===== config.mk =====
export PLATFORM = sky130hd
export DESIGN_NAME = murmur2_key_hash_flat
export DESIGN_NICKNAME = d
export VERILOG_FILES = /design/src/rtl/core/mkh_pkg.sv /design/src/rtl/core/mkh_if.sv /design/src/rtl/core/mkh_front.sv /design/src/rtl/core/mkh_queue.sv /design/src/rtl/core/mkh_back.sv /design/src/rtl/core/murmur2_key_hash.sv /design/src/flat_wrapper.sv
export SDC_FILE = /design/constraint.sdc
export NUM_CORES = 2
export LEC_CHECK = 0
export ABC_AREA = 0
export BUFFER_PORTS_ARGS = -buffer_cell sky130_fd_sc_hd__buf_2
export CAP_MARGIN = 10
export CORE_MARGIN = 2
export CORE_UTILIZATION = 46
export DETAILED_ROUTE_END_ITERATION = 10
export PLACE_DENSITY_LB_ADDON = 0.1
export RECOVER_POWER = 100
export SKIP_CTS_REPAIR_TIMING = 1
export SLEW_MARGIN = 0
export SYNTH_ARGS = -nofsm -noshare
export SYNTH_HDL_FRONTEND = slang
export SYNTH_SLANG_ARGS = --single-unit

===== constraint.sdc =====
create_clock -name i_clk -period 27.4 [get_ports i_clk]
set_input_delay 5.48 -clock i_clk [delete_from_list [all_inputs] [get_ports i_clk]]
set_output_delay 5.48 -clock i_clk [all_outputs]
set_load 0.05 [all_outputs]

===== src/rtl/core/mkh_pkg.sv =====
// ----------------------------------------------------------------------------
// mkh_pkg
// Constants, types and the shared multiply for the key hash block.
// ----------------------------------------------------------------------------
package mkh_pkg;

    localparam int WORD_W = 32;
    localparam int NB_W   = 3;

    localparam logic [WORD_W-1:0] MIX_M      = 32'h5bd1e995;
    localparam int                MIX_R      = 24;
    localparam int                FIN_A      = 13;
    localparam int                FIN_B      = 15;
    localparam logic [WORD_W-1:0] SEED_RESET = 32'd5381;

    localparam int QUEUE_DEPTH_DEF = 4;

    typedef logic [1:0] t_op_kind;
    localparam t_op_kind OP_NONE = 2'd0;  // no key bytes in this beat
    localparam t_op_kind OP_WORD = 2'd1;  // full four-byte word, value is mixed k
    localparam t_op_kind OP_TAIL = 2'd2;  // one to three bytes, value is masked word

    typedef struct packed {
        t_op_kind          kind;
        logic [WORD_W-1:0] value;
        logic [WORD_W-1:0] key_length;
        logic              first;
        logic              last;
    } t_op;

    function automatic logic [WORD_W-1:0] mulm(input logic [WORD_W-1:0] a);
        logic [WORD_W-1:0] p;
        p = a * MIX_M;
        return p;
    endfunction

endpackage


===== src/rtl/core/mkh_if.sv =====
// ----------------------------------------------------------------------------
// mkh_if
// Valid/ready channels: key words in, hash out, seed writes.
// ----------------------------------------------------------------------------
interface mkh_key_if;
    import mkh_pkg::*;
    logic              valid;
    logic              ready;
    logic [WORD_W-1:0] data_word;
    logic [NB_W-1:0]   valid_bytes;
    logic [WORD_W-1:0] key_length;
    logic              first_of_key;
    logic              last_of_key;

    modport source (output valid, data_word, valid_bytes, key_length,
                    first_of_key, last_of_key, input ready);
    modport sink   (input valid, data_word, valid_bytes, key_length,
                    first_of_key, last_of_key, output ready);
endinterface

interface mkh_hash_if;
    import mkh_pkg::*;
    logic              valid;
    logic              ready;
    logic [WORD_W-1:0] hash_value;

    modport source (output valid, hash_value, input ready);
    modport sink   (input valid, hash_value, output ready);
endinterface

interface mkh_cfg_if;
    import mkh_pkg::*;
    logic              valid;
    logic              ready;
    logic [WORD_W-1:0] seed_value;

    modport source (output valid, seed_value, input ready);
    modport sink   (input valid, seed_value, output ready);
endinterface


===== src/rtl/core/mkh_front.sv =====
// ----------------------------------------------------------------------------
// mkh_front
// Accepts key beats, classifies them and pre-mixes full words (k*m, xorshift,
// k*m) in a two-stage elastic pipeline.
// ----------------------------------------------------------------------------
module mkh_front (
    input  logic          i_clk,
    input  logic          i_rst_n,
    mkh_key_if.sink       i_key,
    output mkh_pkg::t_op  o_op,
    output logic          o_op_valid,
    input  logic          i_op_ready
);
    import mkh_pkg::*;

    logic [NB_W-1:0]   n_nb;
    t_op_kind          n_kind;
    logic [WORD_W-1:0] n_mask;
    logic [WORD_W-1:0] w_k2;
    logic [WORD_W-1:0] n_value;
    logic              w_push;
    logic              w_en1;
    logic              w_en2;

    logic              r_s1_v;
    t_op_kind          r_s1_kind;
    logic [WORD_W-1:0] r_s1_prod;
    logic [WORD_W-1:0] r_s1_tail;
    logic [WORD_W-1:0] r_s1_klen;
    logic              r_s1_first;
    logic              r_s1_last;

    logic              r_s2_v;
    t_op               r_s2_op;

    always_comb begin
        n_nb = (i_key.valid_bytes > NB_W'(4)) ? NB_W'(4) : i_key.valid_bytes;
        case (n_nb)
            3'd0: begin
                n_kind = OP_NONE;
                n_mask = '0;
            end
            3'd1: begin
                n_kind = OP_TAIL;
                n_mask = 32'h0000_00ff;
            end
            3'd2: begin
                n_kind = OP_TAIL;
                n_mask = 32'h0000_ffff;
            end
            3'd3: begin
                n_kind = OP_TAIL;
                n_mask = 32'h00ff_ffff;
            end
            default: begin
                n_kind = OP_WORD;
                n_mask = '1;
            end
        endcase
    end

    assign w_push      = r_s2_v && i_op_ready;
    assign w_en2       = !r_s2_v || w_push;
    assign w_en1       = !r_s1_v || w_en2;
    assign i_key.ready = w_en1;

    assign w_k2    = r_s1_prod ^ (r_s1_prod >> MIX_R);
    assign n_value = (r_s1_kind == OP_WORD) ? mulm(w_k2) : r_s1_tail;

    always_ff @(posedge i_clk) begin
        if (!i_rst_n) begin
            r_s1_v <= 1'b0;
            r_s2_v <= 1'b0;
        end else begin
            if (w_en1) begin
                r_s1_v <= i_key.valid;
            end
            if (w_en2) begin
                r_s2_v <= r_s1_v;
            end
        end
    end

    always_ff @(posedge i_clk) begin
        if (w_en1 && i_key.valid) begin
            r_s1_kind  <= n_kind;
            r_s1_prod  <= mulm(i_key.data_word);
            r_s1_tail  <= i_key.data_word & n_mask;
            r_s1_klen  <= i_key.key_length;
            r_s1_first <= i_key.first_of_key;
            r_s1_last  <= i_key.last_of_key;
        end
        if (w_en2 && r_s1_v) begin
            r_s2_op.kind       <= r_s1_kind;
            r_s2_op.value      <= n_value;
            r_s2_op.key_length <= r_s1_klen;
            r_s2_op.first      <= r_s1_first;
            r_s2_op.last       <= r_s1_last;
        end
    end

    assign o_op       = r_s2_op;
    assign o_op_valid = r_s2_v;

endmodule


===== src/rtl/core/mkh_queue.sv =====
// ----------------------------------------------------------------------------
// mkh_queue
// Small FIFO of classified beats between the front and the accumulator.
// ----------------------------------------------------------------------------
module mkh_queue #(
    parameter int DEPTH = mkh_pkg::QUEUE_DEPTH_DEF
) (
    input  logic          i_clk,
    input  logic          i_rst_n,
    input  logic          i_wr_valid,
    output logic          o_wr_ready,
    input  mkh_pkg::t_op  i_wr_op,
    output logic          o_rd_valid,
    input  logic          i_rd_ready,
    output mkh_pkg::t_op  o_rd_op
);
    import mkh_pkg::*;

    localparam int PW = (DEPTH > 1) ? $clog2(DEPTH) : 1;
    localparam int CW = $clog2(DEPTH + 1);

    t_op           r_mem [DEPTH];
    logic [PW-1:0] r_wr_ptr;
    logic [PW-1:0] r_rd_ptr;
    logic [CW-1:0] r_count;
    logic          w_wr;
    logic          w_rd;

    assign o_wr_ready = (r_count != CW'(DEPTH));
    assign o_rd_valid = (r_count != '0);
    assign w_wr       = i_wr_valid && o_wr_ready;
    assign w_rd       = o_rd_valid && i_rd_ready;
    assign o_rd_op    = r_mem[r_rd_ptr];

    always_ff @(posedge i_clk) begin
        if (!i_rst_n) begin
            r_wr_ptr <= '0;
            r_rd_ptr <= '0;
            r_count  <= '0;
        end else begin
            if (w_wr) begin
                r_wr_ptr <= (r_wr_ptr == PW'(DEPTH - 1)) ? '0 : r_wr_ptr + 1'b1;
            end
            if (w_rd) begin
                r_rd_ptr <= (r_rd_ptr == PW'(DEPTH - 1)) ? '0 : r_rd_ptr + 1'b1;
            end
            case ({w_wr, w_rd})
                2'b10:   r_count <= r_count + 1'b1;
                2'b01:   r_count <= r_count - 1'b1;
                default: r_count <= r_count;
            endcase
        end
    end

    always_ff @(posedge i_clk) begin
        if (w_wr) begin
            r_mem[r_wr_ptr] <= i_wr_op;
        end
    end

endmodule


===== src/rtl/core/mkh_back.sv =====
// ----------------------------------------------------------------------------
// mkh_back
// Holds the seed and the running hash, folds one beat per cycle (a last beat
// waits for room) and finalizes key hashes through a two-stage pipe to output.
// ----------------------------------------------------------------------------
module mkh_back (
    input  logic          i_clk,
    input  logic          i_rst_n,
    mkh_cfg_if.sink      i_cfg,
    input  mkh_pkg::t_op  i_op,
    input  logic          i_op_valid,
    output logic          o_op_ready,
    mkh_hash_if.source    o_hash
);
    import mkh_pkg::*;

    logic [WORD_W-1:0] r_seed;
    logic [WORD_W-1:0] r_acc;
    logic              r_f1_v;
    logic [WORD_W-1:0] r_f1_h;
    logic              r_f2_v;
    logic [WORD_W-1:0] r_f2_p;
    logic              r_o_v;
    logic [WORD_W-1:0] r_o_hash;

    logic [WORD_W-1:0] w_h0;
    logic [WORD_W-1:0] w_mul_in;
    logic [WORD_W-1:0] w_mul;
    logic [WORD_W-1:0] n_acc;
    logic              w_pop;
    logic              w_en_o;
    logic              w_en2;
    logic              w_en1;

    assign i_cfg.ready = 1'b1;

    assign w_en_o     = !r_o_v || o_hash.ready;
    assign w_en2      = !r_f2_v || w_en_o;
    assign w_en1      = !r_f1_v || w_en2;
    // only a last beat needs room in the finalize pipe
    assign o_op_ready = !i_op.last || w_en1;
    assign w_pop      = i_op_valid && o_op_ready;

    // one multiplier: h*m for a full word, (h^tail)*m for a tail
    always_comb begin
        w_h0     = i_op.first ? (r_seed ^ i_op.key_length) : r_acc;
        w_mul_in = (i_op.kind == OP_TAIL) ? (w_h0 ^ i_op.value) : w_h0;
        w_mul    = mulm(w_mul_in);
        case (i_op.kind)
            OP_WORD: n_acc = w_mul ^ i_op.value;
            OP_TAIL: n_acc = w_mul;
            default: n_acc = w_h0;
        endcase
    end

    always_ff @(posedge i_clk) begin
        if (!i_rst_n) begin
            r_seed <= SEED_RESET;
            r_acc  <= '0;
            r_f1_v <= 1'b0;
            r_f2_v <= 1'b0;
            r_o_v  <= 1'b0;
        end else begin
            if (i_cfg.valid) begin
                r_seed <= i_cfg.seed_value;
            end
            if (w_pop) begin
                r_acc <= n_acc;
            end
            if (w_en1) begin
                r_f1_v <= w_pop && i_op.last;
            end
            if (w_en2) begin
                r_f2_v <= r_f1_v;
            end
            if (w_en_o) begin
                r_o_v <= r_f2_v;
            end
        end
    end

    always_ff @(posedge i_clk) begin
        if (w_en1 && w_pop) begin
            r_f1_h <= n_acc;
        end
        if (w_en2 && r_f1_v) begin
            r_f2_p <= mulm(r_f1_h ^ (r_f1_h >> FIN_A));
        end
        if (w_en_o && r_f2_v) begin
            r_o_hash <= r_f2_p ^ (r_f2_p >> FIN_B);
        end
    end

    assign o_hash.valid      = r_o_v;
    assign o_hash.hash_value = r_o_hash;

endmodule


===== src/rtl/core/murmur2_key_hash.sv =====
// ----------------------------------------------------------------------------
// murmur2_key_hash
// Streaming 32-bit MurmurHash2 of byte keys sent as little-endian words.
// ----------------------------------------------------------------------------
//  channel   dir  payload                                         beat when
//  i_key     in   data_word, valid_bytes, key_length, first/last  valid && ready
//  o_hash    out  hash_value                                      valid && ready
//  i_cfg     in   seed_value                                      valid && ready
//
//  While o_hash is not stalled, one key beat per cycle is sustained and the
//  accumulator folds one beat per cycle. A last beat, queue idle, passes two
//  front stages, queue write, fold and two finalize stages to o_hash.valid.
//  Reset: seed 5381, running hash 0, all pipes and the queue empty.
//  i_cfg.ready is always high. A stalled output backs up the finalize pipe;
//  beats ahead of the next last beat still fold, then the queue and
//  i_key.ready stall behind it.
// ----------------------------------------------------------------------------
module murmur2_key_hash #(
    parameter int QUEUE_DEPTH = mkh_pkg::QUEUE_DEPTH_DEF
) (
    input  logic        i_clk,
    input  logic        i_rst_n,
    mkh_cfg_if.sink     i_cfg,
    mkh_key_if.sink     i_key,
    mkh_hash_if.source  o_hash
);
    import mkh_pkg::*;

    t_op  w_fr_op;
    logic w_fr_valid;
    logic w_fr_ready;
    t_op  w_bk_op;
    logic w_bk_valid;
    logic w_bk_ready;

    mkh_front u_front (
        .i_clk      (i_clk),
        .i_rst_n    (i_rst_n),
        .i_key      (i_key),
        .o_op       (w_fr_op),
        .o_op_valid (w_fr_valid),
        .i_op_ready (w_fr_ready)
    );

    mkh_queue #(
        .DEPTH (QUEUE_DEPTH)
    ) u_queue (
        .i_clk      (i_clk),
        .i_rst_n    (i_rst_n),
        .i_wr_valid (w_fr_valid),
        .o_wr_ready (w_fr_ready),
        .i_wr_op    (w_fr_op),
        .o_rd_valid (w_bk_valid),
        .i_rd_ready (w_bk_ready),
        .o_rd_op    (w_bk_op)
    );

    mkh_back u_back (
        .i_clk      (i_clk),
        .i_rst_n    (i_rst_n),
        .i_cfg      (i_cfg),
        .i_op       (w_bk_op),
        .i_op_valid (w_bk_valid),
        .o_op_ready (w_bk_ready),
        .o_hash     (o_hash)
    );

endmodule


===== src/flat_wrapper.sv =====
// flat-port wrapper written by rule: the top's interface ports become plain ports
module murmur2_key_hash_flat import mkh_pkg::*;
#(
    parameter int QUEUE_DEPTH = mkh_pkg::QUEUE_DEPTH_DEF
)
  (i_clk, i_rst_n, i_cfg_valid, i_cfg_seed_value, i_cfg_ready, i_key_valid, i_key_data_word, i_key_valid_bytes, i_key_key_length, i_key_first_of_key, i_key_last_of_key, i_key_ready, o_hash_valid, o_hash_hash_value, o_hash_ready);
  mkh_cfg_if i_cfg_i ();
  mkh_key_if i_key_i ();
  mkh_hash_if o_hash_i ();
  input  logic i_clk;
  input  logic i_rst_n;
  input wire logic [$bits(i_cfg_i.valid)-1:0] i_cfg_valid;
  input wire logic [$bits(i_cfg_i.seed_value)-1:0] i_cfg_seed_value;
  output wire logic [$bits(i_cfg_i.ready)-1:0] i_cfg_ready;
  input wire logic [$bits(i_key_i.valid)-1:0] i_key_valid;
  input wire logic [$bits(i_key_i.data_word)-1:0] i_key_data_word;
  input wire logic [$bits(i_key_i.valid_bytes)-1:0] i_key_valid_bytes;
  input wire logic [$bits(i_key_i.key_length)-1:0] i_key_key_length;
  input wire logic [$bits(i_key_i.first_of_key)-1:0] i_key_first_of_key;
  input wire logic [$bits(i_key_i.last_of_key)-1:0] i_key_last_of_key;
  output wire logic [$bits(i_key_i.ready)-1:0] i_key_ready;
  output wire logic [$bits(o_hash_i.valid)-1:0] o_hash_valid;
  output wire logic [$bits(o_hash_i.hash_value)-1:0] o_hash_hash_value;
  input wire logic [$bits(o_hash_i.ready)-1:0] o_hash_ready;
  assign i_cfg_i.valid = i_cfg_valid;
  assign i_cfg_i.seed_value = i_cfg_seed_value;
  assign i_cfg_ready = i_cfg_i.ready;
  assign i_key_i.valid = i_key_valid;
  assign i_key_i.data_word = i_key_data_word;
  assign i_key_i.valid_bytes = i_key_valid_bytes;
  assign i_key_i.key_length = i_key_key_length;
  assign i_key_i.first_of_key = i_key_first_of_key;
  assign i_key_i.last_of_key = i_key_last_of_key;
  assign i_key_ready = i_key_i.ready;
  assign o_hash_valid = o_hash_i.valid;
  assign o_hash_hash_value = o_hash_i.hash_value;
  assign o_hash_i.ready = o_hash_ready;
  murmur2_key_hash #(.QUEUE_DEPTH(QUEUE_DEPTH)) u_core (.i_clk(i_clk), .i_rst_n(i_rst_n), .i_cfg(i_cfg_i), .i_key(i_key_i), .o_hash(o_hash_i));
endmodule

# Word level (Yosys, flattened, before mapping)
# Memory sizes are Yosys's and may differ from the RTL's. A register that Yosys moved wholly into a read port is not among the register bits.
# Cells that the tools add are included.
# totals
register_bits	340
latch_bits	0
ram_bits	272
romBits	0
output_inout_bits	35
word_cells	90
n_memories	1
# op_classes
add_sub_neg	4
multipliers	4
n_div	0
order_cmp	1
eq_ne	11
shift	0
muxes	14
n_bitwise	7
n_reduce_logical	24
# memory_table
memory	words	width	read_ports	rd_ports_with_merged_regs	wr	line	text
u_core.u_queue.r_mem	4	68	1	1	1	mkh_queue.sv:22	t_op r_mem [DEPTH];
# ops
op	count
multiplier 32 x 31 -> 32 bit, second input constant	4
case mux 32 bit (4 select lines)	1
two-way mux 32 bit	3
bitwise XOR 32 bit	3
case mux 32 bit (2 select lines)	1
AND 32 bit	1
bitwise XOR 32 x 17 -> 32 bit	1
bitwise XOR 32 x 19 -> 32 bit	1
bitwise XOR 32 x 8 -> 32 bit	1
== test 2 bit, second input constant	4
logical AND 1 bit	8
two-way mux 2 bit	4
== test 2 x 1 -> 1 bit, second input constant	3
== test 3 x 2 -> 1 bit, second input constant	2
zero test 1 bit	6
logical OR 1 bit	6
case mux 3 bit (2 select lines)	1
adder 2 x 1 -> 2 bit, second input constant	2
case mux 2 bit (2 select lines)	1
adder 3 x 1 -> 3 bit, second input constant	1
== test 3 x 1 -> 1 bit, second input constant	1
> comparator 3 bit, second input constant	1
zero test 3 bit	1
two-way mux 3 bit	1
6 further kinds	7

# Depth between registers and ports, before layout
# logic_depth
ltp_word	8
depth_mapped	43

# By module
# A second synthesis with hierarchy kept.
# unflattened
hier_cells	5147
hier_area_um2	59285.6
# modules_own_cells
mod	n_inst	cells_per_inst	area_per_inst_um2	seq_area_each_um2
mkh_back	1	2572	25463.2	4224.1
mkh_front	1	2163	23517.6	5084.9
mkh_queue	1	412	10304.9	8348.0

# Least setup slack after synthesis
# No wires, ideal clock.
# synth_timing
path_kind	in2reg
from	input i_key_data_word[8]
to	register u_core.u_front.r_s1_prod[31], data pin
setup_ns	0.260
arrival_time_ns	10.938
path_slack_ns	16.202
cell_stages	22
cell_sequence	inv_1 -> fa_1 -> inv_1 -> ha_1 -> inv_1 -> fa_1 -> fa_1 -> fa_1 -> inv_1 -> fa_1 -> fa_1 -> fa_1 -> ha_1 -> nor3_1 -> nand2_1 -> nor3_1 -> a211oi_1 -> a2111oi_0 -> nor3_1 -> a21o_1 -> a21oi_1 -> xnor2_1
# synth_via
elab_chain_len	1
# synth_lines
item	line	text
start, declared	flat_wrapper.sv:16	input wire logic [$bits(i_key_i.data_word)-1:0] i_key_data_word;
multiplier 32 x 31 -> 32 bit	mkh_pkg.sv:33	p = a * MIX_M;
end signal, assigned	mkh_front.sv:87	r_s1_prod <= mulm(i_key.data_word);
end, declared	mkh_front.sv:27	logic [WORD_W-1:0] r_s1_prod;
# No other way between the ends.
# A chain may end at the register's enable or synchronous reset.

==> flow_summary.toml <==
[clock_network]
clk_latency_ns = 0.66
numCtsBuffers = 68
clockRootBuffer = "clkbuf_16"
cts.htree.levels = 3
cts_sinks = 614
cts_tree = "built"
cts.reportedPaths.clkPinSlew_ns = 0.06
clockBufferDepth = 3

[floorplan]
die_h_microns = 361
design.die.area_sq_um = 130000
core_sq_um = 127000
fp.dieW_microns = 361
core.rowCount = 131
io_pins = 141
initial_core_util = 0.462

[worst_setup_path]
crit_top_cell = "inv_1"
cp_max_fo = 51
start_kind = "flip-flop"
cp_top_family = "buffers and inverters"
critPathBufInv = 9
cp-end-kind = "flip-flop"
reg2reg_to = "u_core.u_back.r_acc[29]$_SDFFE_PN0P_"
worstPathRequired_ns = 27.95
r2r_slack_ns = 12.13
slowest_delay_ns = 2.10
worstSetupPathType = "flip-flop to flip-flop"
r2r_cells = 36
cp_slowest_cell = "clkbuf_1"
cp.arrival_ns = 15.82

[timing]
final.setup.tns_ns = 0
fin_crit_sh = 0.557
maxSlewHeadroom = -1.92
period_minus_slack_ns = 15.27
rsz0062_at_grt = "no"
timing.fmax_ghz = 0.0655
hold_violations = 0
slew_violations = 663
tightest_slew_ns = 4.35
fin_skew_ns = 0.0478
finalSetupViolations = 0

[layout]
largest_register_ffs = 272
multi_input_area_sq_um = 35700
nNetsFinal = 6884
area_growth_pct = 8.89
ff_latch_area_sq_um = 17700
fillCellCount = 11491
layout-drive-gt1-share = 0.0646
max_flop_register = "u_core.u_queue.r_mem"

[route]
drtAntennaViolNets = 0
drtIter0Drc = 1878
num_vias = 35020
drcViolationCount = 0
firstDrtPassIters = 5
wl_per_cell_microns = 22.3
via_per_inst = 5.05
wirelength_mm = 155

[min_path]
hp-class = "flip-flop to flip-flop"
min_to = "u_core.u_front.o_op[19]$_DFFE_PP_"
hold_depth = 0
min_from = "u_core.u_front.r_s1_klen[17]$_DFFE_PP_"

[yosys]
yosysWarnings = 0
avgSynthCellArea_sq_um = 11.7
synth_nets = 6679
synth_cells = 5005
yosysUniqueCellTypes = 74
async_flop_share = 0
synthFlopType = "edfxtp_1"
synth_edf_count = 536
netlist_area_sq_um = 58700
seq_area_frac_synth = 0.301
synth_seq_cells = 614

[grt]
track_usage = 0.246
grt_pass1_vias = 38310
grt-ovfl-total = 0
antenna_found_initial = 16
grt_max_degree = 80
grt_pass1_wl_mm = 237

[outcome]
violations = "capacitance limit, slew limit"
status = "finished, violations left"

[placed_design]
port_buffers = 139
finalWeightedCongestion = 0.897
hpwlAfterDp_mm = 123

[flow_run]
max-cap-violations = 14
cells in the mapped netlist, drive strengths merged (38+ instances only):
cell	count	area share
edfxtp	536	0.27
ha	856	0.18
nand2	174	0.011
mux4	62	0.025
and2	38	0.0041
dfxtp	78	0.027
clkbuf	48	0.0031
a21oi	121	0.010
nor2b	58	0.0062
o21ai	89	0.0076
nor2	92	0.0059
xnor2	234	0.035
inv	1332	0.085
fa	712	0.24
mux2i	58	0.011
xor2	166	0.026
worst max path at each step:
stage,end,start,cells after the start
after detailed placement,u_core.u_front.r_s1_prod[31]$_DFFE_PP_,i_key_data_word[7],23
final,u_core.u_back.r_acc[29]$_SDFFE_PN0P_,flip-flop,36
after global placement,u_core.u_front.r_s1_prod[31]$_DFFE_PP_,i_key_data_word[8],23
after CTS,u_core.u_front.r_s1_prod[31]$_DFFE_PP_,i_key_data_word[7],23
after global routing,u_core.u_back.r_acc[29]$_SDFFE_PN0P_,flip-flop,36
after floorplan,u_core.u_front.r_s1_prod[31]$_DFFE_PP_,i_key_data_word[8],22
per-layer routing:
metal	global-route usage	share of wire	wire, microns
met2	0.435	0.51	78300
met4	0.0831	0.037	5770
met5	0	0.0010	154
met1	0.307	0.42	64400
met3	0.0350	0.038	5900
cell type report:
class,instances,share of cell area
Antenna cell,3,0.000118
Clock buffer,78,0.0276
Clock inverter,46,0.00879
Inverter,1332,0.0783
Multi-Input combinational cell,2987,0.559
Sequential cell,614,0.276
Tap cell,1662,0.0326
Timing Repair Buffer,207,0.0168
placed cells by master (no fill, tap or decap), drive strengths merged, types with 92 or more instances in the layout:
| cell | count |
|---|---|
| a21oi | 121 |
| nor2 | 92 |
| xnor2 | 234 |
| ha | 856 |
| fa | 712 |
| inv | 1339 |
| clkbuf | 146 |
| nand2 | 174 |
| xor2 | 166 |
| buf | 139 |
| edfxtp | 536 |
cells by family after synthesis:
family | share of synthesized area
AOI/OAI and AO/OA | 0.0441
xor gates and xnor gates | 0.0618
adders and majority gates | 0.427
buffers and inverters | 0.0908
DFF | 0.301
muxes | 0.0370
other | 0.0000639
and+or+nand+nor | 0.0384
through the flow:
step	setup WS (ns)	cell area, sq um	std cells	utilization	hold WS, ns
floorplan	16.20	58700	5005	-	0.400
global placement	15.28	61700	6802	0.486	0.405
detailed placement	15.16	61700	6802	0.486	0.405
CTS	15.83	64100	6926	0.504	0.418
global route	11.15	63900	6927	0.503	0.429
finish	12.13	63900	6929	0.503	0.418
Power is not shown: default switching activity piles up to over one toggle a cycle in this logic, so the estimate is an artifact.
